[src/rtl/core/psched_pkg.sv]
// Shared types, command codes and defaults of the periodic task scheduler.
package psched_pkg;

	// Parameter defaults
	localparam int TASK_COUNT_DEF   = 8;
	localparam int DELAY_BITS_DEF   = 16;
	localparam int PENDING_BITS_DEF = 8;

	// Stream payload widths
	localparam int S_TDATA_W = 40;
	localparam int S_TUSER_W = 2;
	localparam int M_TDATA_W = 8;

	// Command codes carried on s_tuser
	typedef enum logic [1:0] {
		CMD_TICK     = 2'd0,
		CMD_DISPATCH = 2'd1,
		CMD_LOAD     = 2'd2,
		CMD_NONE     = 2'd3
	} cmd_t;

	// Operation of the shared entry update unit
	typedef enum logic [1:0] {
		ALU_TICK,
		ALU_DISPATCH,
		ALU_LOAD
	} alu_op_t;

	// Sequencer states
	typedef enum logic [2:0] {
		ST_IDLE,
		ST_LOAD,
		ST_READ,
		ST_EXEC,
		ST_FLUSH
	} state_t;

	// Control from the sequencer to the task table
	typedef struct packed {
		logic rd_en;
		logic wr_en;
		logic set_valid;
	} tbl_ctrl_t;

endpackage

[src/rtl/core/psched_alu.sv]
// Shared entry update unit: tick, dispatch and load arithmetic for one entry.
module psched_alu #(
	parameter int DELAY_BITS   = psched_pkg::DELAY_BITS_DEF,
	parameter int PENDING_BITS = psched_pkg::PENDING_BITS_DEF
) (
	input  psched_pkg::alu_op_t      op,
	input  logic [DELAY_BITS-1:0]    cur_delay,
	input  logic [DELAY_BITS-1:0]    cur_period,
	input  logic [PENDING_BITS-1:0]  cur_pend,
	input  logic [15:0]              ld_period,
	input  logic [15:0]              ld_phase,
	output logic [DELAY_BITS-1:0]    nxt_delay,
	output logic [DELAY_BITS-1:0]    nxt_period,
	output logic [PENDING_BITS-1:0]  nxt_pend
);
	import psched_pkg::*;

	localparam logic [31:0] DELAY_MAX = 32'((64'd1 << DELAY_BITS) - 64'd1);
	localparam logic [PENDING_BITS-1:0] PEND_MAX = {PENDING_BITS{1'b1}};

	logic [31:0] per_c;
	logic [31:0] ph_c;

	// Saturate load values to the delay width
	always_comb begin
		per_c = (32'(ld_period) > DELAY_MAX) ? DELAY_MAX : 32'(ld_period);
		ph_c  = (32'(ld_phase) > DELAY_MAX) ? DELAY_MAX : 32'(ld_phase);
	end

	// Entry update
	always_comb begin
		nxt_delay  = cur_delay;
		nxt_period = cur_period;
		nxt_pend   = cur_pend;
		case (op)
			ALU_TICK: begin
				if (cur_delay != '0) begin
					nxt_delay = cur_delay - 1'b1;
				end else begin
					nxt_delay = cur_period - 1'b1;
					if (cur_pend != PEND_MAX) nxt_pend = cur_pend + 1'b1;
				end
			end
			ALU_DISPATCH: begin
				nxt_pend = cur_pend - 1'b1;
			end
			ALU_LOAD: begin
				nxt_period = (per_c == 32'd0) ? DELAY_BITS'(1) : DELAY_BITS'(per_c);
				nxt_delay  = DELAY_BITS'(ph_c);
				nxt_pend   = '0;
			end
			default: begin
				nxt_delay = cur_delay;
			end
		endcase
	end

endmodule

[src/rtl/core/psched_table.sv]
// Task table: entry memory with registered read and per-entry valid flops.
module psched_table #(
	parameter int TASK_COUNT   = psched_pkg::TASK_COUNT_DEF,
	parameter int DELAY_BITS   = psched_pkg::DELAY_BITS_DEF,
	parameter int PENDING_BITS = psched_pkg::PENDING_BITS_DEF,
	localparam int IDX_BITS    = (TASK_COUNT > 1) ? $clog2(TASK_COUNT) : 1
) (
	input  logic                     clk,
	input  logic                     arst_n,
	input  psched_pkg::tbl_ctrl_t    ctrl,
	input  logic [IDX_BITS-1:0]      addr,
	input  logic [DELAY_BITS-1:0]    wr_delay,
	input  logic [DELAY_BITS-1:0]    wr_period,
	input  logic [PENDING_BITS-1:0]  wr_pend,
	output logic                     rd_valid,
	output logic [DELAY_BITS-1:0]    rd_delay,
	output logic [DELAY_BITS-1:0]    rd_period,
	output logic [PENDING_BITS-1:0]  rd_pend
);
	import psched_pkg::*;

	logic [DELAY_BITS-1:0]   delay_mem  [TASK_COUNT];
	logic [DELAY_BITS-1:0]   period_mem [TASK_COUNT];
	logic [PENDING_BITS-1:0] pend_mem   [TASK_COUNT];
	logic [TASK_COUNT-1:0]   valid_q;

	// Entry memory: one write and one registered read per cycle, at the same address
	always_ff @(posedge clk) begin
		if (ctrl.wr_en) begin
			delay_mem[addr]  <= wr_delay;
			period_mem[addr] <= wr_period;
			pend_mem[addr]   <= wr_pend;
		end
		if (ctrl.rd_en) begin
			rd_delay  <= delay_mem[addr];
			rd_period <= period_mem[addr];
			rd_pend   <= pend_mem[addr];
		end
	end

	// Valid flags, cleared at reset and set per entry by set_valid; rd_valid is registered with the read
	always_ff @(posedge clk or negedge arst_n) begin
		if (!arst_n) begin
			valid_q  <= '0;
			rd_valid <= 1'b0;
		end else begin
			if (ctrl.set_valid) valid_q[addr] <= 1'b1;
			if (ctrl.rd_en) rd_valid <= valid_q[addr];
		end
	end

endmodule

[src/rtl/core/periodic_task_scheduler_unit.sv]
// Top level of the periodic task scheduler: command sequencer and output register.
//
// Channel  Dir  Fields (low bit up)                                   Accept
// s_*      in   tuser: command[1:0]; tdata: entry_index[2:0],         s_tvalid & s_tready
//               entry_period[18:3], entry_phase[34:19]
// m_*      out  tdata: task_index[2:0]; tlast: last_of_run            m_tvalid & m_tready
//
// A tick or dispatch walks the table through the one memory port, reading and then
// updating each entry in turn (ST_READ, then ST_EXEC); a dispatch ends in ST_FLUSH,
// and a load writes its entry in ST_LOAD.
// A dispatch holds on a pending entry while one is held and the output is full, not taken.
// Reset clears all valid flags at once, no clearing pass; s_tready is high only
// while the sequencer is idle, and a result may still wait in the output register.
module periodic_task_scheduler_unit #(
	parameter int TASK_COUNT   = psched_pkg::TASK_COUNT_DEF,
	parameter int DELAY_BITS   = psched_pkg::DELAY_BITS_DEF,
	parameter int PENDING_BITS = psched_pkg::PENDING_BITS_DEF
) (
	input  logic                            clk,
	input  logic                            arst_n,
	input  logic                            s_tvalid,
	output logic                            s_tready,
	input  logic [psched_pkg::S_TDATA_W-1:0] s_tdata,  // entry_index, entry_period, entry_phase
	input  logic [psched_pkg::S_TUSER_W-1:0] s_tuser,  // command
	output logic                            m_tvalid,
	input  logic                            m_tready,
	output logic [psched_pkg::M_TDATA_W-1:0] m_tdata,  // task_index
	output logic                            m_tlast   // last_of_run
);
	import psched_pkg::*;

	localparam int IDX_BITS = (TASK_COUNT > 1) ? $clog2(TASK_COUNT) : 1;
	localparam logic [IDX_BITS-1:0] LAST_IDX = IDX_BITS'(TASK_COUNT - 1);

	state_t               state_q, state_d;
	cmd_t                 cmd_q;
	logic [IDX_BITS-1:0]  idx_q;
	logic [IDX_BITS-1:0]  ld_idx_q;
	logic [15:0]          ld_period_q;
	logic [15:0]          ld_phase_q;
	logic                 held_valid_q;
	logic [IDX_BITS-1:0]  held_idx_q;
	logic                 out_valid_q;
	logic [2:0]           out_idx_q;
	logic                 out_last_q;

	tbl_ctrl_t              tctrl;
	logic [IDX_BITS-1:0]    taddr;
	logic                   rd_valid;
	logic [DELAY_BITS-1:0]  rd_delay, rd_period;
	logic [PENDING_BITS-1:0] rd_pend;
	alu_op_t                alu_op;
	logic [DELAY_BITS-1:0]  nxt_delay, nxt_period;
	logic [PENDING_BITS-1:0] nxt_pend;

	logic s_acc;
	logic in_range;
	logic out_free;
	logic push, push_last, hold_set, hold_clr, idx_step;
	logic [IDX_BITS-1:0] push_idx;

	assign s_acc    = s_tvalid && s_tready;
	assign in_range = 32'(s_tdata[2:0]) < TASK_COUNT;
	assign out_free = !out_valid_q || m_tready;
	assign taddr    = (state_q == ST_LOAD) ? ld_idx_q : idx_q;

	// Shared update unit
	psched_alu #(
		.DELAY_BITS   (DELAY_BITS),
		.PENDING_BITS (PENDING_BITS)
	) u_alu (
		.op         (alu_op),
		.cur_delay  (rd_delay),
		.cur_period (rd_period),
		.cur_pend   (rd_pend),
		.ld_period  (ld_period_q),
		.ld_phase   (ld_phase_q),
		.nxt_delay  (nxt_delay),
		.nxt_period (nxt_period),
		.nxt_pend   (nxt_pend)
	);

	// Task table
	psched_table #(
		.TASK_COUNT   (TASK_COUNT),
		.DELAY_BITS   (DELAY_BITS),
		.PENDING_BITS (PENDING_BITS)
	) u_table (
		.clk       (clk),
		.arst_n    (arst_n),
		.ctrl      (tctrl),
		.addr      (taddr),
		.wr_delay  (nxt_delay),
		.wr_period (nxt_period),
		.wr_pend   (nxt_pend),
		.rd_valid  (rd_valid),
		.rd_delay  (rd_delay),
		.rd_period (rd_period),
		.rd_pend   (rd_pend)
	);

	// Next state and sequencer outputs
	always_comb begin
		state_d   = state_q;
		s_tready  = 1'b0;
		tctrl     = '0;
		alu_op    = ALU_TICK;
		push      = 1'b0;
		push_last = 1'b0;
		push_idx  = held_idx_q;
		hold_set  = 1'b0;
		hold_clr  = 1'b0;
		idx_step  = 1'b0;
		case (state_q)
			ST_IDLE: begin
				s_tready = 1'b1;
				if (s_tvalid) begin
					case (cmd_t'(s_tuser))
						CMD_TICK, CMD_DISPATCH: state_d = ST_READ;
						CMD_LOAD:               state_d = in_range ? ST_LOAD : ST_IDLE;
						default:                state_d = ST_IDLE;
					endcase
				end
			end
			ST_LOAD: begin
				alu_op          = ALU_LOAD;
				tctrl.wr_en     = 1'b1;
				tctrl.set_valid = 1'b1;
				state_d         = ST_IDLE;
			end
			ST_READ: begin
				tctrl.rd_en = 1'b1;
				state_d     = ST_EXEC;
			end
			ST_EXEC: begin
				if (cmd_q == CMD_TICK) begin
					alu_op      = ALU_TICK;
					tctrl.wr_en = rd_valid;
					idx_step    = 1'b1;
				end else begin
					alu_op = ALU_DISPATCH;
					if (rd_valid && rd_pend != '0) begin
						// Release the held index first; wait only if one is held and the output is blocked
						if (!held_valid_q || out_free) begin
							tctrl.wr_en = 1'b1;
							push        = held_valid_q;
							hold_set    = 1'b1;
							idx_step    = 1'b1;
						end
					end else begin
						idx_step = 1'b1;
					end
				end
				if (idx_step) begin
					if (idx_q == LAST_IDX) begin
						state_d = (cmd_q == CMD_DISPATCH) ? ST_FLUSH : ST_IDLE;
					end else begin
						state_d = ST_READ;
					end
				end
			end
			ST_FLUSH: begin
				// Final released index carries the last flag
				if (!held_valid_q) begin
					state_d = ST_IDLE;
				end else if (out_free) begin
					push      = 1'b1;
					push_last = 1'b1;
					hold_clr  = 1'b1;
					state_d   = ST_IDLE;
				end
			end
			default: begin
				state_d = ST_IDLE;
			end
		endcase
	end

	// Control registers
	always_ff @(posedge clk or negedge arst_n) begin
		if (!arst_n) begin
			state_q      <= ST_IDLE;
			cmd_q        <= CMD_NONE;
			idx_q        <= '0;
			held_valid_q <= 1'b0;
			out_valid_q  <= 1'b0;
		end else begin
			state_q <= state_d;
			if (s_acc) begin
				cmd_q <= cmd_t'(s_tuser);
				idx_q <= '0;
			end else if (idx_step && idx_q != LAST_IDX) begin
				idx_q <= idx_q + 1'b1;
			end
			if (hold_set) held_valid_q <= 1'b1;
			else if (hold_clr) held_valid_q <= 1'b0;
			if (push) out_valid_q <= 1'b1;
			else if (m_tready) out_valid_q <= 1'b0;
		end
	end

	// Payload registers
	always_ff @(posedge clk) begin
		if (s_acc) begin
			ld_idx_q    <= IDX_BITS'(s_tdata[2:0]);
			ld_period_q <= s_tdata[18:3];
			ld_phase_q  <= s_tdata[34:19];
		end
		if (hold_set) held_idx_q <= idx_q;
		if (push) begin
			out_idx_q  <= 3'(push_idx);
			out_last_q <= push_last;
		end
	end

	assign m_tvalid = out_valid_q;
	assign m_tdata  = M_TDATA_W'(out_idx_q);
	assign m_tlast  = out_last_q;

endmodule

[config.mk]
export PLATFORM = sky130hd
export DESIGN_NAME = periodic_task_scheduler_unit
export DESIGN_NICKNAME = d
export VERILOG_FILES = /design/src/rtl/core/psched_pkg.sv /design/src/rtl/core/psched_alu.sv /design/src/rtl/core/psched_table.sv /design/src/rtl/core/periodic_task_scheduler_unit.sv
export SDC_FILE = /design/constraint.sdc
export NUM_CORES = 1
export LEC_CHECK = 0
export ABC_AREA = 1
export BUFFER_PORTS_ARGS = -buffer_cell sky130_fd_sc_hd__clkbuf_2
export CORE_ASPECT_RATIO = 1.2
export CORE_MARGIN = 2
export CORE_UTILIZATION = 62
export DETAILED_ROUTE_END_ITERATION = 10
export PLACE_DENSITY = 0.8
export SYNTH_ARGS = -nofsm -noshare
export SYNTH_HDL_FRONTEND = slang
export SYNTH_SLANG_ARGS = --single-unit
[constraint.sdc]
create_clock -name clk -period 6 [get_ports clk]
set_clock_uncertainty 0.2 [all_clocks]
set_input_delay 0.3 -clock clk [delete_from_list [all_inputs] [get_ports clk]]
set_output_delay 0.3 -clock clk [all_outputs]
set_load 0.005 [all_outputs]
==> impl_metrics.json <==
{
  "final_nets": 1378,
  "remaining_drc_errors": 0,
  "yosysTopAreaCellShare_pct": 72.13,
  "post-route-util_pct": 72.27,
  "die_h_um": 184.0,
  "area_growth_pct": 14.14,
  "synth_area_um2": 16740,
  "multiInputGateArea_um2": 3622,
  "grt_usage_pct": 29.00,
  "cap_violations": 0,
  "dieArea_um2": 28330,
  "power-per-cell-area_nw_per_um2": 538.8,
  "fin_ws_ns": 1.853,
  "post-route-period-util_pct": 69.11,
  "drt_iter0_markers": 1258,
  "rsz0062_at_grt": "no",
  "ant_nets": 0,
  "antenna_cells": 0,
  "insertion_delay_ns": 0.54,
  "place_hpwl_um": 22430,
  "cts_tree": "yes",
  "cts-root-buf": "clkbuf_16",
  "crit_type": "flop to flop",
  "peakVddDrop_mv": 0.3315,
  "power_leakage_nw": 6.833,
  "fp-row-count": 65,
  "overflow": 0,
  "worst_slew_pin_slew_ns": 1.315,
  "grt_max_degree": 42,
  "place_congestion": 0.8966,
  "dr_wl_met3_um": 4193,
  "first_global_vias": 10690,
  "m1WireLength_um": 14600,
  "status": "completed",
  "cp.arrival_ns": 4.12,
  "die_w_um": 154.0,
  "dr.pass1.iters": 5,
  "wl_per_cell_um": 24.20,
  "viasPerCell": 6.425,
  "hp-class": "input pin to async pin",
  "nFillCells": 1578,
  "cts.path.max_buffers": 3,
  "io_buffers": 46,
  "clkTransAtPathRegs_ns": 0.07,
  "antenna_found_initial": 0,
  "seqCellArea_um2": 12550,
  "required_ns": 5.98,
  "syn_inst": 1220,
  "p_total_mw": 10.29,
  "initial_utilization_pct": 63.32,
  "dr_wl_met2_um": 20600,
  "post-place-ws_ns": 2.011,
  "finalSetupViolations": 0,
  "core_area_um2": 26430,
  "drv_slew": 0,
  "yosysWarnings": 0,
  "grt_pass1_wl_um": 61100,
  "cts_buffers": 41,
  "end_kind": "flop",
  "ios": 57,
  "holdWs_ns": 0.06037,
  "hold_viol_final": 0,
  "synth_area_leader_cell": "edfxtp_1",
  "avgSynthCellArea_um2": 13.72,
  "tns_ns": 0,
  "slew_headroom_pct": 11.99,
  "fmax_mhz": 241.1,
  "ys_seq_area_share_pct": 74.99,
  "vias": 10850,
  "crit_fanout": 20,
  "cts_resized": 0,
  "layout-drive-gt1-share_pct": 11.96,
  "cts_setup_buffers": 0,
  "synthTopCellsByArea": "edfxtp_1 72%, nand2_1 5.2%, a22oi_1 4.7%",
  "htree_levels": 2,
  "highest_layer": "met4",
  "timing.final.crit_period_ns": 4.147,
  "clock-sinks": 421,
  "yosys.cell_types.count": 51,
  "synth-seq-cells": 421,
  "cp-start-kind": "flop",
  "wirelength_um": 40880
}
## critical path: stages (launching register included)
cell,delay (ns)
dfrtp_1,0.46
inv_2,0.07
nand2_2,0.09
nor2_1,0.06
inv_1,0.08
nor2_1,0.04
buf_4,0.22
nor2_1,1.01
inv_1,0.51
o21ai_0,1.02
## layout by cell type (no fill, tap or decap), types with 3 or more instances in the layout
cell type / Yosys / final
o21ai_0: 23 / 23
clkinv_4: 0 / 3
clkbuf_16: 0 / 42
nand2_1: 233 / 233
nor2_1: 85 / 77
nor2_4: 4 / 12
clkinv_2: 0 / 3
nor4_1: 4 / 4
o21bai_1: 4 / 4
nor3_1: 5 / 4
edfxtp_1: 402 / 402
a221oi_1: 7 / 7
a21oi_1: 24 / 24
nand3b_1: 7 / 7
clkinv_1: 1 / 9
conb_1: 1 / 5
buf_4: 20 / 19
nand3_1: 53 / 53
inv_2: 3 / 3
bufinv_16: 0 / 6
nand3_4: 3 / 3
o21ai_2: 3 / 4
inv_1: 90 / 89
nand4_1: 39 / 39
nand2_2: 3 / 3
dfrtp_1: 17 / 17
dlygate4sd3_1: 0 / 41
a211oi_1: 7 / 7
clkbuf_1: 5 / 6
a22oi_1: 105 / 105
xor2_1: 5 / 5
ha_1: 6 / 6
o22ai_1: 6 / 6
o211ai_1: 6 / 6
clkbuf_2: 0 / 46
o21ai_4: 3 / 3
## through the flow
step,cell area [um^2],instances
2_1_floorplan,16750,1224
3_3_place_gp,17330,1577
3_5_place_dp,17330,1577
4_1_cts,19100,1689
5_1_grt,19100,1689
6_report,19100,1689
## worst paths after layout
path	startpoint	endpoint	slack [ns]	cells after the start
min	arst_n	u_table.valid_q[0]	0.06	2
max reg2reg	state_q[2]	u_table.pend_mem[4][7]	1.85	9
max in group asynchronous	arst_n	cmd_q[0]	5.18	2
min in group clk	held_idx_q[2]	out_idx_q[2]	0.22	0
max	state_q[2]	u_table.pend_mem[4][7]	1.85	9
min reg2reg	held_idx_q[2]	out_idx_q[2]	0.22	0
## synth_stat cells (all sizes together)
cell type,number
inv,95
o21ai,30
clkbuf,5
conb,1
a21oi,24
a211oi,7
a31oi,1
o221ai,2
o22ai,6
o2111ai,1
a22oi,105
xor2,5
clkinv,1
a22o,1
nand3,58
nor4,4
dfrtp,17
a221oi,7
nor3,7
o211ai,6
nand2,236
nand2b,1
o21bai,4
o31ai,1
or2,2
dfstp,2
nand3b,7
nor2,91
ha,6
buf,42
a32o,1
and2,1
edfxtp,402
xnor2,1
and3,1
nand4,39
## state kept, by name, indices dropped and copies added, names as in the netlist, 2 cells and up
name,count
cmd_q,2
idx_q,3
ld_idx_q,3
u_table.period_mem,128
u_table.rd_pend,8
state_q,3
u_table.rd_delay,16
u_table.pend_mem,64
u_table.rd_period,16
held_idx_q,3
ld_phase_q,16
u_table.delay_mem,128
out_idx_q,3
ld_period_q,16
u_table.valid_q,8
## layer usage
layer / track usage [%] / vias to the layer above
li1: - / 4707
met1: 37.38 / 5280
met2: 50.30 / 749
met3: 3.866 / 116
met4: 11.96 / 0
met5: 0 / -
## logic make-up after synthesis
family          share of synthesized area [%]
compound gates                          8.299
xor+xnor                               0.3140
fa+ha+maj                              0.4486
buf+inv                                 3.910
flops                                   74.99
other cells                           0.02241
simple gates                            12.02
## where the power goes
| part | internal (mW) | switching, mW | leakage, nW |
|---|---|---|---|
| sequential | 4.47 | 0.302 | 3.90 |
| clock | 1.54 | 1.08 | 0.658 |
| combinational | 0.735 | 2.16 | 2.27 |
| total | 6.75 | 3.54 | 6.83 |
## repair_timing
action / CTS / global route
setup endpoints to repair: 0 / 0
hold buffers: 41 / 0
hold endpoints to repair: 59 / 0
## layout make-up
type                            instances  share of cell area [%]
Clock buffer                           48                   5.620
Clock inverter                         23                   1.520
Inverter                               96                   1.912
Multi-Input combinational cell        660                   18.96
Sequential cell                       421                   65.69
Tap cell                              335                   2.194
Timing Repair Buffer                  106                   4.100
Power figures use the tool's default switching activity.
